[config.mk]
export PLATFORM = sky130hd
export DESIGN_NAME = rotary_cycle_sequencer_top
export DESIGN_NICKNAME = d
export VERILOG_FILES = /design/src/sv/rcs_pkg.sv /design/src/sv/rotary_cycle_sequencer_top.sv
export SDC_FILE = /design/constraint.sdc
export NUM_CORES = 1
export LEC_CHECK = 0
export ABC_AREA = 1
export ABC_CLOCK_PERIOD_IN_PS = 6500
export BUFFER_PORTS_ARGS = -buffer_cell sky130_fd_sc_hd__clkbuf_2
export CAP_MARGIN = 30
export CORE_MARGIN = 1
export CORE_UTILIZATION = 63
export CTS_CLUSTER_SIZE = 14
export DETAILED_ROUTE_END_ITERATION = 8
export PLACE_DENSITY_LB_ADDON = 0.25
export RECOVER_POWER = 50
export SETUP_SLACK_MARGIN = 0.5
export SYNTH_ARGS = -nofsm -noshare
export SYNTH_HDL_FRONTEND = slang
export SYNTH_SLANG_ARGS = --single-unit
[constraint.sdc]
create_clock -name clk -period 6.5 [get_ports clk]
set_input_delay 0.65 -clock clk [delete_from_list [all_inputs] [get_ports clk]]
set_output_delay 0.65 -clock clk [all_outputs]
set_load 0.02 [all_outputs]
[src/sv/rcs_pkg.sv]
// Shared types and constants for the rotary cycle sequencer.
// No dependencies; imported by rotary_cycle_sequencer_top.
package rcs_pkg;

    localparam int CFG_IDX_W           = 3;
    localparam int CFG_DATA_W          = 16;
    localparam int WAIT_W              = 12;
    localparam int SEG_W               = 16;
    localparam int DEB_W               = 8;
    localparam int THR_W               = 16;
    localparam int DUTY_W              = 8;
    localparam int COUNTER_BITS        = 32;
    localparam int DEBOUNCE_COUNT_BITS = 16;
    localparam int ELAPSED_W           = 32;
    localparam int CODE_W              = 3;
    localparam int NUM_SENSORS         = 4;
    localparam int COUNT_OUT_W         = 32;
    localparam int MS_PER_SEC          = 1000;
    localparam int WAIT_LIMIT_W        = 22;

    localparam int SEN_HOME   = 0;
    localparam int SEN_DUMP   = 1;
    localparam int SEN_WEIGHT = 2;
    localparam int SEN_BUTTON = 3;

    localparam logic [WAIT_W-1:0] WAIT_RESET = WAIT_W'(300);
    localparam logic [SEG_W-1:0]  SEG_RESET  = SEG_W'(15000);
    localparam logic [DEB_W-1:0]  DEB_RESET  = DEB_W'(25);
    localparam logic [THR_W-1:0]  THR_RESET  = THR_W'(10);
    localparam logic [DUTY_W-1:0] DUTY_RESET = DUTY_W'(220);

    typedef enum logic [CFG_IDX_W-1:0] {
        REG_WAIT_TIME     = 3'd0,
        REG_SEG_TIMEOUT   = 3'd1,
        REG_DEBOUNCE      = 3'd2,
        REG_DRAWER_THRESH = 3'd3,
        REG_MOTOR_DUTY    = 3'd4
    } cfg_index_t;

    typedef enum logic [7:0] {
        S_HOMING   = 8'b0000_0001,
        S_IDLE     = 8'b0000_0010,
        S_OCCUPIED = 8'b0000_0100,
        S_WAITING  = 8'b0000_1000,
        S_TO_DUMP  = 8'b0001_0000,
        S_TO_HOME  = 8'b0010_0000,
        S_SAFETY   = 8'b0100_0000,
        S_FAULT    = 8'b1000_0000
    } state_t;

    localparam logic [CODE_W-1:0] CODE_HOMING   = 3'd0;
    localparam logic [CODE_W-1:0] CODE_IDLE     = 3'd1;
    localparam logic [CODE_W-1:0] CODE_OCCUPIED = 3'd2;
    localparam logic [CODE_W-1:0] CODE_WAITING  = 3'd3;
    localparam logic [CODE_W-1:0] CODE_TO_DUMP  = 3'd4;
    localparam logic [CODE_W-1:0] CODE_TO_HOME  = 3'd5;
    localparam logic [CODE_W-1:0] CODE_SAFETY   = 3'd6;
    localparam logic [CODE_W-1:0] CODE_FAULT    = 3'd7;

    typedef struct packed {
        logic home_raw;
        logic dump_raw;
        logic weight_raw;
        logic button_raw;
        logic cycle_request;
        logic fault_reset_request;
        logic drawer_emptied_request;
    } tick_t;

    typedef struct packed {
        logic [CODE_W-1:0]      controller_state;
        logic                   motor_run;
        logic [DUTY_W-1:0]      motor_duty;
        logic                   occupied;
        logic                   drawer_limit_hit;
        logic [COUNT_OUT_W-1:0] total_cycle_count;
        logic [COUNT_OUT_W-1:0] drawer_cycle_count;
        logic                   cycle_completed;
    } result_t;

    function automatic logic [CODE_W-1:0] state_code(input state_t s);
        logic [CODE_W-1:0] c;
        unique case (s)
            S_HOMING:   c = CODE_HOMING;
            S_IDLE:     c = CODE_IDLE;
            S_OCCUPIED: c = CODE_OCCUPIED;
            S_WAITING:  c = CODE_WAITING;
            S_TO_DUMP:  c = CODE_TO_DUMP;
            S_TO_HOME:  c = CODE_TO_HOME;
            S_SAFETY:   c = CODE_SAFETY;
            default:    c = CODE_FAULT;
        endcase
        return c;
    endfunction

endpackage

[src/sv/rotary_cycle_sequencer_top.sv]
// Rotary cycle sequencer: debounce, cycle controller, counters and result register.
// Depends on rcs_pkg.
// An accepted tick is registered in tick_reg, then in result_reg on advance.
// Throughput: one transaction per cycle; the tick register advances whenever
// the result register is empty or being drained in the same cycle.
// Reset: asynchronous, active low; controller returns to homing, counters clear,
// config registers take their default values.
module rotary_cycle_sequencer_top
    import rcs_pkg::*;
(
    input  logic                  clk,
    input  logic                  rst_n,
    input  logic                  tick_valid,
    output logic                  tick_ready,
    input  tick_t                 tick,
    output logic                  result_valid,
    input  logic                  result_ready,
    output result_t               result,
    input  logic                  cfg_we,
    input  logic [CFG_IDX_W-1:0]  cfg_index,
    input  logic [CFG_DATA_W-1:0] cfg_data
);

    logic [WAIT_LIMIT_W-1:0] wait_limit_reg;
    logic [SEG_W-1:0]        seg_timeout_reg;
    logic [DEB_W-1:0]        debounce_reg;
    logic [THR_W-1:0]        threshold_reg;
    logic [DUTY_W-1:0]       duty_reg;

    tick_t   tick_reg;
    logic    tick_valid_reg;
    result_t result_reg;
    logic    result_valid_reg;
    logic    advance;

    state_t                   state_reg, state_next;
    logic                     resume_reg, resume_next;
    logic [ELAPSED_W-1:0]     elapsed_reg, elapsed_next;
    logic                     motor_reg, motor_next;
    logic                     cycle_pending_reg, cycle_pending_next;
    logic                     reset_pending_reg, reset_pending_next;
    logic [COUNTER_BITS-1:0]  total_reg, total_next;
    logic [COUNTER_BITS-1:0]  drawer_reg, drawer_next;
    logic [NUM_SENSORS-1:0]   stable_reg, stable_next;
    logic [NUM_SENSORS-1:0]   last_reg, last_next;
    logic [DEBOUNCE_COUNT_BITS-1:0] since_reg [NUM_SENSORS];
    logic [DEBOUNCE_COUNT_BITS-1:0] since_next [NUM_SENSORS];
    result_t                  result_next;

    assign advance      = tick_valid_reg && (!result_valid_reg || result_ready);
    assign tick_ready   = !tick_valid_reg || advance;
    assign result_valid = result_valid_reg;
    assign result       = result_reg;

    always_comb
    begin
        logic [NUM_SENSORS-1:0]   raw;
        logic                     weight_on;
        logic                     home_on;
        logic                     dump_on;
        logic                     button_on;
        logic [ELAPSED_W-1:0]     elapsed_inc;
        logic                     restart;
        logic                     completed;
        logic [COUNTER_BITS-1:0]  drawer_tmp;

        raw = {tick_reg.button_raw, tick_reg.weight_raw, tick_reg.dump_raw, tick_reg.home_raw};
        last_next   = last_reg;
        stable_next = stable_reg;
        for (int i = 0; i < NUM_SENSORS; i++)
        begin
            since_next[i] = since_reg[i];
            if (raw[i] != last_reg[i])
            begin
                last_next[i]  = raw[i];
                since_next[i] = '0;
            end
            else if (since_reg[i] != '1)
            begin
                since_next[i] = since_reg[i] + 1'b1;
            end
            if (since_next[i] > DEBOUNCE_COUNT_BITS'(debounce_reg))
            begin
                stable_next[i] = last_next[i];
            end
        end

        home_on   = !stable_next[SEN_HOME];
        dump_on   = !stable_next[SEN_DUMP];
        weight_on = !stable_next[SEN_WEIGHT];
        button_on = !stable_next[SEN_BUTTON];

        cycle_pending_next = cycle_pending_reg | tick_reg.cycle_request;
        reset_pending_next = reset_pending_reg | tick_reg.fault_reset_request;

        elapsed_inc = (elapsed_reg != '1) ? elapsed_reg + 1'b1 : elapsed_reg;

        state_next  = state_reg;
        motor_next  = motor_reg;
        resume_next = resume_reg;
        total_next  = total_reg;
        drawer_tmp  = drawer_reg;
        restart     = 1'b0;
        completed   = 1'b0;

        if ((state_reg == S_TO_DUMP || state_reg == S_TO_HOME) && weight_on)
        begin
            motor_next  = 1'b0;
            resume_next = (state_reg == S_TO_HOME);
            state_next  = S_SAFETY;
            restart     = 1'b1;
        end
        else
        begin
            unique case (state_reg)
                S_HOMING:
                begin
                    motor_next = 1'b1;
                    if (home_on)
                    begin
                        motor_next = 1'b0;
                        state_next = S_IDLE;
                        restart    = 1'b1;
                    end
                    else if (elapsed_inc > ELAPSED_W'({seg_timeout_reg, 1'b0}))
                    begin
                        motor_next = 1'b0;
                        state_next = S_FAULT;
                        restart    = 1'b1;
                    end
                end
                S_IDLE:
                begin
                    if (weight_on)
                    begin
                        state_next = S_OCCUPIED;
                        restart    = 1'b1;
                    end
                    else if (cycle_pending_next || button_on)
                    begin
                        cycle_pending_next = 1'b0;
                        motor_next         = 1'b1;
                        state_next         = S_TO_DUMP;
                        restart            = 1'b1;
                    end
                end
                S_OCCUPIED:
                begin
                    if (!weight_on)
                    begin
                        state_next = S_WAITING;
                        restart    = 1'b1;
                    end
                end
                S_WAITING:
                begin
                    if (weight_on)
                    begin
                        state_next = S_OCCUPIED;
                        restart    = 1'b1;
                    end
                    else if (elapsed_inc >= ELAPSED_W'(wait_limit_reg))
                    begin
                        motor_next = 1'b1;
                        state_next = S_TO_DUMP;
                        restart    = 1'b1;
                    end
                end
                S_TO_DUMP:
                begin
                    if (dump_on)
                    begin
                        state_next = S_TO_HOME;
                        restart    = 1'b1;
                    end
                    else if (elapsed_inc > ELAPSED_W'(seg_timeout_reg))
                    begin
                        motor_next = 1'b0;
                        state_next = S_FAULT;
                        restart    = 1'b1;
                    end
                end
                S_TO_HOME:
                begin
                    if (home_on)
                    begin
                        motor_next = 1'b0;
                        total_next = total_reg + 1'b1;
                        drawer_tmp = drawer_reg + 1'b1;
                        completed  = 1'b1;
                        state_next = S_IDLE;
                        restart    = 1'b1;
                    end
                    else if (elapsed_inc > ELAPSED_W'(seg_timeout_reg))
                    begin
                        motor_next = 1'b0;
                        state_next = S_FAULT;
                        restart    = 1'b1;
                    end
                end
                S_SAFETY:
                begin
                    if (!weight_on)
                    begin
                        motor_next = 1'b1;
                        state_next = resume_reg ? S_TO_HOME : S_TO_DUMP;
                        restart    = 1'b1;
                    end
                end
                default:
                begin
                    motor_next = 1'b0;
                    if (reset_pending_next)
                    begin
                        reset_pending_next = 1'b0;
                        state_next         = S_HOMING;
                        restart            = 1'b1;
                    end
                end
            endcase
        end

        elapsed_next = restart ? '0 : elapsed_inc;
        drawer_next  = tick_reg.drawer_emptied_request ? '0 : drawer_tmp;

        result_next.controller_state   = state_code(state_next);
        result_next.motor_run          = motor_next;
        result_next.motor_duty         = motor_next ? duty_reg : '0;
        result_next.occupied           = weight_on;
        result_next.drawer_limit_hit   = (drawer_next >= COUNTER_BITS'(threshold_reg));
        result_next.total_cycle_count  = COUNT_OUT_W'(total_next);
        result_next.drawer_cycle_count = COUNT_OUT_W'(drawer_next);
        result_next.cycle_completed    = completed;
    end

    always_ff @(posedge clk or negedge rst_n)
    begin
        if (!rst_n)
        begin
            wait_limit_reg  <= WAIT_LIMIT_W'(WAIT_RESET) * WAIT_LIMIT_W'(MS_PER_SEC);
            seg_timeout_reg <= SEG_RESET;
            debounce_reg    <= DEB_RESET;
            threshold_reg   <= THR_RESET;
            duty_reg        <= DUTY_RESET;
        end
        else if (cfg_we)
        begin
            unique case (cfg_index)
                REG_WAIT_TIME:
                    wait_limit_reg <= WAIT_LIMIT_W'(cfg_data[WAIT_W-1:0])
                                      * WAIT_LIMIT_W'(MS_PER_SEC);
                REG_SEG_TIMEOUT:   seg_timeout_reg <= cfg_data[SEG_W-1:0];
                REG_DEBOUNCE:      debounce_reg    <= cfg_data[DEB_W-1:0];
                REG_DRAWER_THRESH: threshold_reg   <= cfg_data[THR_W-1:0];
                REG_MOTOR_DUTY:    duty_reg        <= cfg_data[DUTY_W-1:0];
                default:
                begin
                end
            endcase
        end
    end

    always_ff @(posedge clk or negedge rst_n)
    begin
        if (!rst_n)
        begin
            tick_valid_reg   <= 1'b0;
            result_valid_reg <= 1'b0;
        end
        else
        begin
            if (tick_ready)
            begin
                tick_valid_reg <= tick_valid;
            end
            if (advance)
            begin
                result_valid_reg <= 1'b1;
            end
            else if (result_ready)
            begin
                result_valid_reg <= 1'b0;
            end
        end
    end

    always_ff @(posedge clk)
    begin
        if (tick_valid && tick_ready)
        begin
            tick_reg <= tick;
        end
        if (advance)
        begin
            result_reg <= result_next;
        end
    end

    always_ff @(posedge clk or negedge rst_n)
    begin
        if (!rst_n)
        begin
            state_reg         <= S_HOMING;
            resume_reg        <= 1'b0;
            elapsed_reg       <= '0;
            motor_reg         <= 1'b0;
            cycle_pending_reg <= 1'b0;
            reset_pending_reg <= 1'b0;
            total_reg         <= '0;
            drawer_reg        <= '0;
            stable_reg        <= '1;
            last_reg          <= '1;
            for (int i = 0; i < NUM_SENSORS; i++)
            begin
                since_reg[i] <= '0;
            end
        end
        else if (advance)
        begin
            state_reg         <= state_next;
            resume_reg        <= resume_next;
            elapsed_reg       <= elapsed_next;
            motor_reg         <= motor_next;
            cycle_pending_reg <= cycle_pending_next;
            reset_pending_reg <= reset_pending_next;
            total_reg         <= total_next;
            drawer_reg        <= drawer_next;
            stable_reg        <= stable_next;
            last_reg          <= last_next;
            for (int i = 0; i < NUM_SENSORS; i++)
            begin
                since_reg[i] <= since_next[i];
            end
        end
    end

    a_motor_in_segment: assert property (@(posedge clk) disable iff (!rst_n)
        (state_reg == S_TO_DUMP || state_reg == S_TO_HOME) |-> motor_reg)
        else $error("motor stopped inside a drum segment");

    a_completed_at_idle: assert property (@(posedge clk) disable iff (!rst_n)
        (result_valid_reg && result_reg.cycle_completed)
            |-> (result_reg.controller_state == CODE_IDLE && !result_reg.motor_run))
        else $error("cycle completion reported outside idle");

    a_total_advance: assert property (@(posedge clk) disable iff (!rst_n)
        (advance && !result_next.cycle_completed) |=> $stable(total_reg))
        else $error("total count moved without a completed cycle");

    a_stopped_duty: assert property (@(posedge clk) disable iff (!rst_n)
        (result_valid_reg && !result_reg.motor_run) |-> (result_reg.motor_duty == '0))
        else $error("nonzero duty with motor stopped");

endmodule
## After elaboration in Yosys (flattened, before gate mapping)

Index checks and enable logic that the tools add are counted.
Widths: inputs -> output; s select.

| storage, ports and cells | value |
|---|---|
| register bits | 335 |
| bits in latches | 0 |
| bits in writable memories | 0 |
| ROM bits | 0 |
| input bits | 31 |
| output and inout port bits | 81 |
| word-level logic and storage cells | 179 |
| memories kept | 0 |

| cells by class | value |
|---|---|
| add/subtract/negate cells | 7 |
| multiply operators | 1 |
| div/mod/pow operators | 0 |
| magnitude comparators | 8 |
| equal/unequal tests | 27 |
| shift-type cells | 0 |
| mux-type cells | 75 |
| bitwise operators | 3 |
| reductions and logical operators | 22 |

Operator list:

| cell | count |
|---|---|
| $mux 32 | 9 |
| $mux 16 | 8 |
| $mux 8 | 13 |
| $add 32x1->32 const B | 3 |
| $add 16x1->16 const B | 4 |
| $gt 16x8->1 | 4 |
| $ne 16x16->1 const B | 4 |
| $pmux 8 s7 | 1 |
| $mux 1 | 40 |
| $ge 32x16->1 | 1 |
| $ge 32x22->1 | 1 |
| $gt 32x16->1 | 1 |
| $gt 32x17->1 | 1 |
| $ne 32x32->1 const B | 1 |
| $pmux 3 s7 | 1 |
| $mul 12x7->19 const B | 1 |
| $eq 8x1->1 const B | 2 |
| $eq 8x2->1 const B | 2 |
| $eq 8x3->1 const B | 2 |
| $eq 8x4->1 const B | 2 |
| $eq 8x5->1 const B | 2 |
| $eq 8x6->1 const B | 2 |
| $eq 8x7->1 const B | 2 |
| $reduce_and 2->1 | 6 |
| other kinds (16) | 30 |

## Logic depth before layout (Yosys ltp)

Gate-level depths: netlist of the first run.

| depth | value |
|---|---|
| depth after elaboration | 13 |
| depth in mapped cells | 42 |
| mapped depth without buffers | 42 |

## Least setup slack after synthesis of the first run

No wires, ideal clock.

| path | value |
|---|---|
| kind | flip-flop to flip-flop |
| from | register since_reg[48] (netlist bit) |
| to | register result_reg (netlist bit result[65]), data pin |
| arrival time | 4.741 ns |
| path slack | 1.499 ns |
| cell stages (with the launch flop) | 39 |
| cell sequence | dfrtp_1 -> ha_1 -> nand2_1 -> nor2_4 -> nand4_1 -> nand3_1 -> inv_1 -> a211oi_1 -> ha_1 -> a21oi_1 -> o21a_1 -> nand2_1 -> nand2_1 -> nand4_1 -> nor2_1 -> nand3_1 -> nand2_2 -> inv_2 -> [... 3 more ...] -> inv_1 -> ha_1 -> inv_1 -> a21boi_0 -> o21a_1 -> o21a_1 -> o21ai_0 -> nand2_1 -> a21oi_1 -> o21ai_0 -> nand2_1 -> nand3_1 -> nand2_1 -> nand3_1 -> nor2_1 -> nand4_1 -> nor2_1 -> nand3_1 |

RTL lines:

| element | line | text |
|---|---|---|
| start, declared | rotary_cycle_sequencer_top.sv:46 | `logic [DEBOUNCE_COUNT_BITS-1:0] since_reg [NUM_SENSORS];` |
| start signal, assigned by index | rotary_cycle_sequencer_top.sv:332 | `since_reg[i] <= since_next[i];` |
| end signal, assigned | rotary_cycle_sequencer_top.sv:295 | `result_reg <= result_next;` |
| end, declared | rotary_cycle_sequencer_top.sv:32 | `result_t result_reg;` |

==> metrics.md, run 1 <==
| Metric | Value |
|---|---|
| Slowest stage cell, crit path | dfrtp_1 |
| Relative slew margins | -2.474 |
| Diode count | 0 |
| Clk pin slew, worst setup/hold paths | around 70 ps |
| Port bufs | 111 |
| TritonCTS clock tree | yes |
| Worst slack at placement | about 410 ps |
| GR Util All Layers | 0.3326 |
| Critical Path Max Stage Delay | 430 ps |
| Clock Tree Buf Depth | 3 |
| Vias in the first global route | around 19,000 |
| Cell accounting for the most synthesized area | dfrtp_1 |
| Clock sink count | between 300 and 400 |
| Worst-Margin Slew | approximately 5200 ps |
| Via-to-Cell Ratio | approximately 5.7 |
| Largest register FFs | between 70 and 80 |
| Top cell type's share of synthesized area | 0.2409 |
| Pre-Repair DR Iteration Count | 7 |
| IO Pins | between 100 and 150 |
| CP startpoint kind | register |
| Hold Path Class | input port to register |
| Average size of a mapped cell | between 7 and 8 µm² |
| Detailed Place HPWL | around 43,000 µm |
| Crit end category | register |
| Vias | slightly above 20,000 |
| Area Overhead vs Synth | 10.78% |
| Post-synth EDFFs | 86 |
| Clk_skew | between 30 and 40 ps |
| Worst skew pair latency | between 500 and 600 ps |
| Initial DRC count | approximately 1,600 |
| Number of synthesis warnings | 0 |
| Post-layout util | 0.7127 |
| Core area | ~0.035 mm² |
| Post-Syn Area | 0.02233 mm² |
| Final antenna-violating net count | 0 |
| Drt total wl | approximately 60,000 µm |
| Global-route wire length before repair | slightly below 100,000 µm |
| Critical path class | register to register |
| Min Clock Period, post-route | 5613 ps |
| Final Max Slew Viols | 166 |
| Syn_nets | ~3,200 |
| GPL Wtd Cong | a little under 1 |
| Root buf cell | clkbuf_16 |
| Largest net degree at the start of global routing | 176 |
| Nets | between 3,000 and 4,000 |
| Die H | around 190 µm |
| TNS Setup | 0 ps |
| H-tree levels | 2 |
| Tot Pwr | just under 8 mW |
| Leakage | 11.46 nW |
| DRC viols | 0 |
| Worst setup margin | 886.7 ps |
| Post-route cell area | 0.02474 mm² |
| PwrDens | around 320 mW/mm² |
| WP data required | roughly 6800 ps |
| Hold-fix buffers at CTS | 0 |
| Layout cell share with drive strength beyond 1 | 0.07089 |
| RSZ-0062 raised after global routing | no |
| Failing checks | max-capacitance violations, max-slew violations |
| Sequential share of the synthesized area | 0.3965 |
| Flops & latches, synth | ~340 |
| Die W | roughly 190 µm |
| Row cnt | 68 |
| Critical path peak fanout | 8 |
| Die area | ~0.036 mm² |
| FFs w/ async S/R, synth | 0.7433 |
| VDD IR max | between 300 and 400 µV |
| Maxcap violations | 2 |
| WL/cell | between 15 and 20 µm |
| Outcome | finished, violations left |
| Library cells used by synthesis | 54 |
| Total gr overflow | 0 |
| Antenna violations before repair | 1 |
| Most frequent cell on the critical path | nand2_1 |
| Crit share post-route | 0.8636 |
| Top cells by area, synth | dfrtp_1 (24%), nand2_1 (13%), edfxtp_1 (12%) |
| Hold Vio Cnt, Final | 0 |
| Cells after synthesis | 2,925 |
| Cts bufs inserted | 39 |
| Post-DP Area | around 0.023 mm² |
| Final setup fails | 0 |
| Main synth FF type | dfrtp_1 |
| Crit path DAT | between 5000 and 6000 ps |
| Fmax | 0.1781 GHz |
| Initial core utilization | 0.6434 |
## placed cells by master, fill, tap and decap left out, types with 9 or more instances in the layout
cell type / Yosys / routed
clkbuf_2: 0 / 27
nand2_1: 793 / 790
a21oi_1: 99 / 97
dfrtp_1: 215 / 213
or2_2: 9 / 9
nand3b_1: 9 / 9
nand4_1: 62 / 62
o21ai_0: 282 / 279
dfstp_2: 34 / 34
nor3_1: 48 / 45
clkbuf_1: 50 / 94
nor4_1: 15 / 15
nor2_2: 11 / 14
edfxtp_1: 86 / 86
xnor2_1: 16 / 16
nand3_1: 205 / 205
inv_1: 392 / 391
xor2_1: 55 / 55
clkbuf_16: 0 / 41
fa_1: 38 / 38
ha_1: 158 / 154
nor2_1: 249 / 245
buf_4: 1 / 21
## layer usage
layer	GRT usage	wire, µm	up-vias
met1	0.4259	24200	9472
met3	0.04711	3890	167
met2	0.5607	28400	800
met4	0.1480	2665	2
met5	0	13	-
li1	-	-	9762
## where the power goes
group	internal [mW]	leakage, nW	total (mW)	switching (mW)
logic	0.882	6.69	2.73	1.85
registers	2.62	4.12	2.86	0.246
clock network	1.35	0.653	2.27	0.916
total	4.85	11.5	7.86	3.01
## critical path: cells and delay by family (launching register included)
family | cells | cell delay [ps]
and+or+nand+nor | 27 | 3010
adders and majority gates | 3 | 800
AOI/OAI and AO/OA | 6 | 680
DFF | 1 | 430
buffers and inverters | 3 | 260
xor gates and xnor gates | 1 | 190
## worst paths after layout
| kind | start | to | slack (ps) | depth (start not counted) |
|---|---|---|---|---|
| min in group asynchronous | rst_n | since_reg[11]$_DFFE_PN0P_ | 2060 | 1 |
| max in group asynchronous | rst_n | seg_timeout_reg[12]$_DFFE_PN1P_ | 1370 | 3 |
| hold / removal | tick[4] | tick_reg[4]$_DFFE_PP_ | 290 | 1 |
| setup reg to reg | since_reg[16]$_DFFE_PN0P_ | result[65]$_DFFE_PP_ | 890 | 40 |
| hold reg to reg | reset_pending_reg$_DFFE_PN0P_ | reset_pending_reg$_DFFE_PN0P_ | 480 | 2 |
| setup / recovery | since_reg[16]$_DFFE_PN0P_ | result[65]$_DFFE_PP_ | 890 | 40 |
## synthesized netlist by cell type (all sizes together) (5+ instances only)
| cell type | n |
|---|---|
| nand2 | 801 |
| inv | 397 |
| o21ai | 287 |
| nor2 | 262 |
| dfrtp | 215 |
| nand3 | 207 |
| ha | 158 |
| a21oi | 100 |
| edfxtp | 86 |
| nand4 | 63 |
| xor2 | 55 |
| nor3 | 52 |
| clkbuf | 50 |
| fa | 38 |
| dfstp | 34 |
| buf | 23 |
| nor4 | 17 |
| xnor2 | 16 |
| nand3b | 9 |
| or2 | 9 |
| o21a | 8 |
| o21bai | 6 |
| a211oi | 5 |
| o22ai | 5 |
## kinds of logic after synthesis
kind of cell	after synthesis	share of synthesized area
flops	335	0.3965
simple gates	1425	0.2726
buf+inv	471	0.08017
fa+ha+maj	196	0.1226
compound gates	427	0.1003
xor+xnor	71	0.02784
## per-stage QoR
stage          hold WS (ps)  cells
2_1_floorplan         354.4   2925
3_3_place_gp          459.7   3427
3_5_place_dp          473.0   3429
4_1_cts               221.6   3503
5_1_grt               268.3   3516
6_report              285.5   3516
## repair_timing
| action | 4_1_cts | 5_1_grt |
|---|---|---|
| setup endpoints to repair | 1 | 1 |
| buffers inserted | 2 | 11 |
| pin swaps | 1 | 9 |
| gates resized for setup | 3 | 33 |
## layout make-up
type | count | area, µm²
Inverter | 398 | 1506
Multi-Input combinational cell | 2119 | 11810
Fill cell | 2849 | 9972
Tap cell | 455 | 569.3
Sequential cell | 335 | 8859
Clock buffer | 52 | 1097
Clock inverter | 20 | 220.2
Timing Repair Buffer | 137 | 683.2
No activity file was read; power rests on OpenSTA's default activity.
==> run 2: changes to the inputs <==
Settings changed: ABC_CLOCK_PERIOD_IN_PS 6500 to 5700.
Clock period 6.5 ns to 5.7 ns, I/O delays scaled along.
==> run 2 against run 1 <==
  * Design area up 2.2%
  * The run still ends with max-capacitance violations, max-slew violations left
  * Largest cell class unchanged
  * Flip-flop and latch count unchanged
  * Total power up 18%
==> metrics.md, run 2 (same netlist as run 1, synthesis figures left out) <==
| Metric | Value |
|---|---|
| Outcome | finished, violations left (unchanged) |
| Failing checks | max-capacitance violations, max-slew violations (unchanged) |
| IO Pins | 112 (unchanged) |
| Largest register FFs | 79 (unchanged) |
| Crit end category | register (unchanged) |
| Clock sink count | 335 (unchanged) |
| Cts bufs inserted | 38 (was 39) |
| Clk pin slew, worst setup/hold paths | 60 ps (was 70 ps) |
| DRC viols | 0 (unchanged) |
| RSZ-0062 raised after global routing | yes (was no) |
| Row cnt | 68 (unchanged) |
| Worst slack at placement | 53.69 ps (was 407.9 ps) |
| Hold Vio Cnt, Final | 0 (unchanged) |
| VDD IR max | 424.6 µV (was 304.4 µV) |
| WHS Path Cells | 1 (unchanged) |
| Clk_skew | 18.40 ps (was 34.08 ps) |
| FF-to-FF Start | last_reg[0]$_DFFE_PN1P_ (was since_reg[16]$_DFFE_PN0P_) |
| WP data required | 6000 ps (was 6820 ps) |
| Port bufs | 111 (unchanged) |
| Final Max Slew Viols | 85 (was 166) |
| H-tree levels | 2 (unchanged) |
| Slowest stage cell, crit path | dfstp_2 (was dfrtp_1) |
| Vias | 20,365 (was 20,203) |
| Final setup fails | 0 (unchanged) |
| Relative slew margins | -2.228 (was -2.474) |
| Hold Path Origin | tick[3] (was tick[4]) |
| GR Util All Layers | 0.3328 (was 0.3326) |
| Pre-Repair DR Iteration Count | 7 (unchanged) |
| Layout cell share with drive strength beyond 1 | 0.1009 (was 0.07089) |
| Area Overhead vs Synth | 13.19% (was 10.78%) |
| Hold Path Class | input port to register (unchanged) |
| Most frequent cells in the layout | nand2_1 (785), inv_1 (387), o21ai_0 (275) (was nand2_1 (790), inv_1 (391), o21ai_0 (279)) |
| Worst-Margin Slew | 4842 ps (was 5211 ps) |
| PwrDens | 365.4 mW/mm² (was 317.7 mW/mm²) |
| Drt total wl | 59,340 µm (was 59,170 µm) |
| Tot Pwr | 9.237 mW (was 7.860 mW) |
| Root buf cell | clkbuf_16 (unchanged) |
| Post-DP Area | 0.02341 mm² (was 0.02328 mm²) |
| Die H | 190.3 µm (unchanged) |
| Critical Path Max Stage Delay | 550 ps (was 430 ps) |
| Global-route wire length before repair | 96,540 µm (was 96,460 µm) |
| Detailed Place HPWL | 42,580 µm (was 42,780 µm) |
| Vias in the first global route | 19,734 (was 19,457) |
| CP startpoint kind | register (unchanged) |
| Worst reg2reg path depth | 33 (was 40) |
| TNS Setup | 0 ps (unchanged) |
| TritonCTS clock tree | yes (unchanged) |
| WL/cell | 16.68 µm (was 16.83 µm) |
| Via-to-Cell Ratio | 5.724 (was 5.746) |
| R2R Path End | result[65]$_DFFE_PP_ (unchanged) |
| Maxcap violations | 1 (was 2) |
| Die W | 190.3 µm (unchanged) |
| Critical path class | register to register (unchanged) |
| Initial DRC count | 1,592 (was 1,567) |
| Worst setup margin | 491.1 ps (was 886.7 ps) |
| Initial core utilization | 0.6434 (unchanged) |
| Clock Tree Buf Depth | 3 (unchanged) |
| Post-layout util | 0.7282 (was 0.7127) |
| Leakage | 11.76 nW (was 11.46 nW) |
| Antenna violations before repair | 1 (unchanged) |
| Crit path DAT | 5510 ps (was 5930 ps) |
| Min Clock Period, post-route | 5209 ps (was 5613 ps) |
| Largest net degree at the start of global routing | 189 (was 176) |
| Nets | 3,300 (was 3,257) |
| Critical path peak fanout | 7 (was 8) |
| Core area | 0.03471 mm² (unchanged) |
| Crit share post-route | 0.9138 (was 0.8636) |
| Post-route cell area | 0.02528 mm² (was 0.02474 mm²) |
| Die area | 0.03621 mm² (unchanged) |
| WHS Endpoint | tick_reg[3]$_DFFE_PP_ (was tick_reg[4]$_DFFE_PP_) |
| Total gr overflow | 0 (unchanged) |
| GPL Wtd Cong | 0.9587 (was 0.9743) |
| Fmax | 0.1920 GHz (was 0.1781 GHz) |
| Worst skew pair latency | 560 ps (was 570 ps) |
| R2r setup slk | 490 ps (was 890 ps) |
| Leading cell type in the layout, fill and taps excluded | nand2_1 (unchanged) |
| Most frequent cell on the critical path | nand2_1 (unchanged) |
| Final antenna-violating net count | 0 (unchanged) |
[run 2: cell count changes in the layout (fill, tap and decap cells not counted), sizes merged]
| cell | delta |
|---|---|
| buf | +45 |
| clkinv | -6 |
| bufinv | +3 |
| clkbuf | +1 |
| clkinvlp | -1 |
| diode | +1 |
| dlymetal6s2s | -1 |
[run 2: worst max path at each step]
stage          slack, ps                      start                    to
2_1_floorplan        700  since_reg[48]$_DFFE_PN0P_  result[65]$_DFFE_PP_
3_3_place_gp         290  since_reg[48]$_DFFE_PN0P_  result[65]$_DFFE_PP_
3_5_place_dp          50  since_reg[48]$_DFFE_PN0P_  result[65]$_DFFE_PP_
4_1_cts              500  since_reg[16]$_DFFE_PN0P_  result[65]$_DFFE_PP_
5_1_grt               20  since_reg[27]$_DFFE_PN0P_  result[65]$_DFFE_PP_
6_report             490    last_reg[0]$_DFFE_PN1P_  result[65]$_DFFE_PP_
[run 2: routing by layer]
metal / up-vias / track usage / wire length (µm)
met1: 9678 / 0.4199 / 24150
met2: 702 / 0.5738 / 29430
met5: - / 0 / 0
met3: 126 / 0.05061 / 3684
met4: 0 / 0.1298 / 2078
li1: 9859 / - / -
[run 2: final cells by class]
type | instances | area, µm²
clock buffers | 53 | 1099
fillers | 2669 | 9434
clock inverters | 16 | 264.0
well taps | 455 | 569.3
flip-flops and latches | 335 | 8865
multi-input cells | 2119 | 11960
repair buffers | 181 | 1012
diodes | 1 | 2.502
inverters | 398 | 1508
[run 2: report_power, final]
part | leakage (nW) | switching (mW) | total [mW] | internal [mW]
registers | 4.11 | 0.275 | 3.26 | 2.98
logic | 6.98 | 2.19 | 3.29 | 1.10
clock network | 0.668 | 1.02 | 2.69 | 1.67
[run 2: worst max-delay path: cells and delay by family, from the launching register on]
kind	cells	cell delay, ps
flops	1	550
compound gates	11	1670
fa+ha+maj	3	950
buf+inv	3	240
simple gates	16	1530
[run 2: metrics by stage]
stage / hold WS (ps) / std cells
2_1_floorplan: 274.4 / 2925
3_3_place_gp: 463.3 / 3442
3_5_place_dp: 469.8 / 3443
4_1_cts: 12.86 / 3538
5_1_grt: 188.3 / 3557
6_report: 190.0 / 3558
[run 2: what timing repair did]
action	in CTS	in global routing
endpoints found under the setup margin	1	27
resized for setup	30	52
hold buffers	0	0
buffers inserted	26	19
pin swaps	15	30
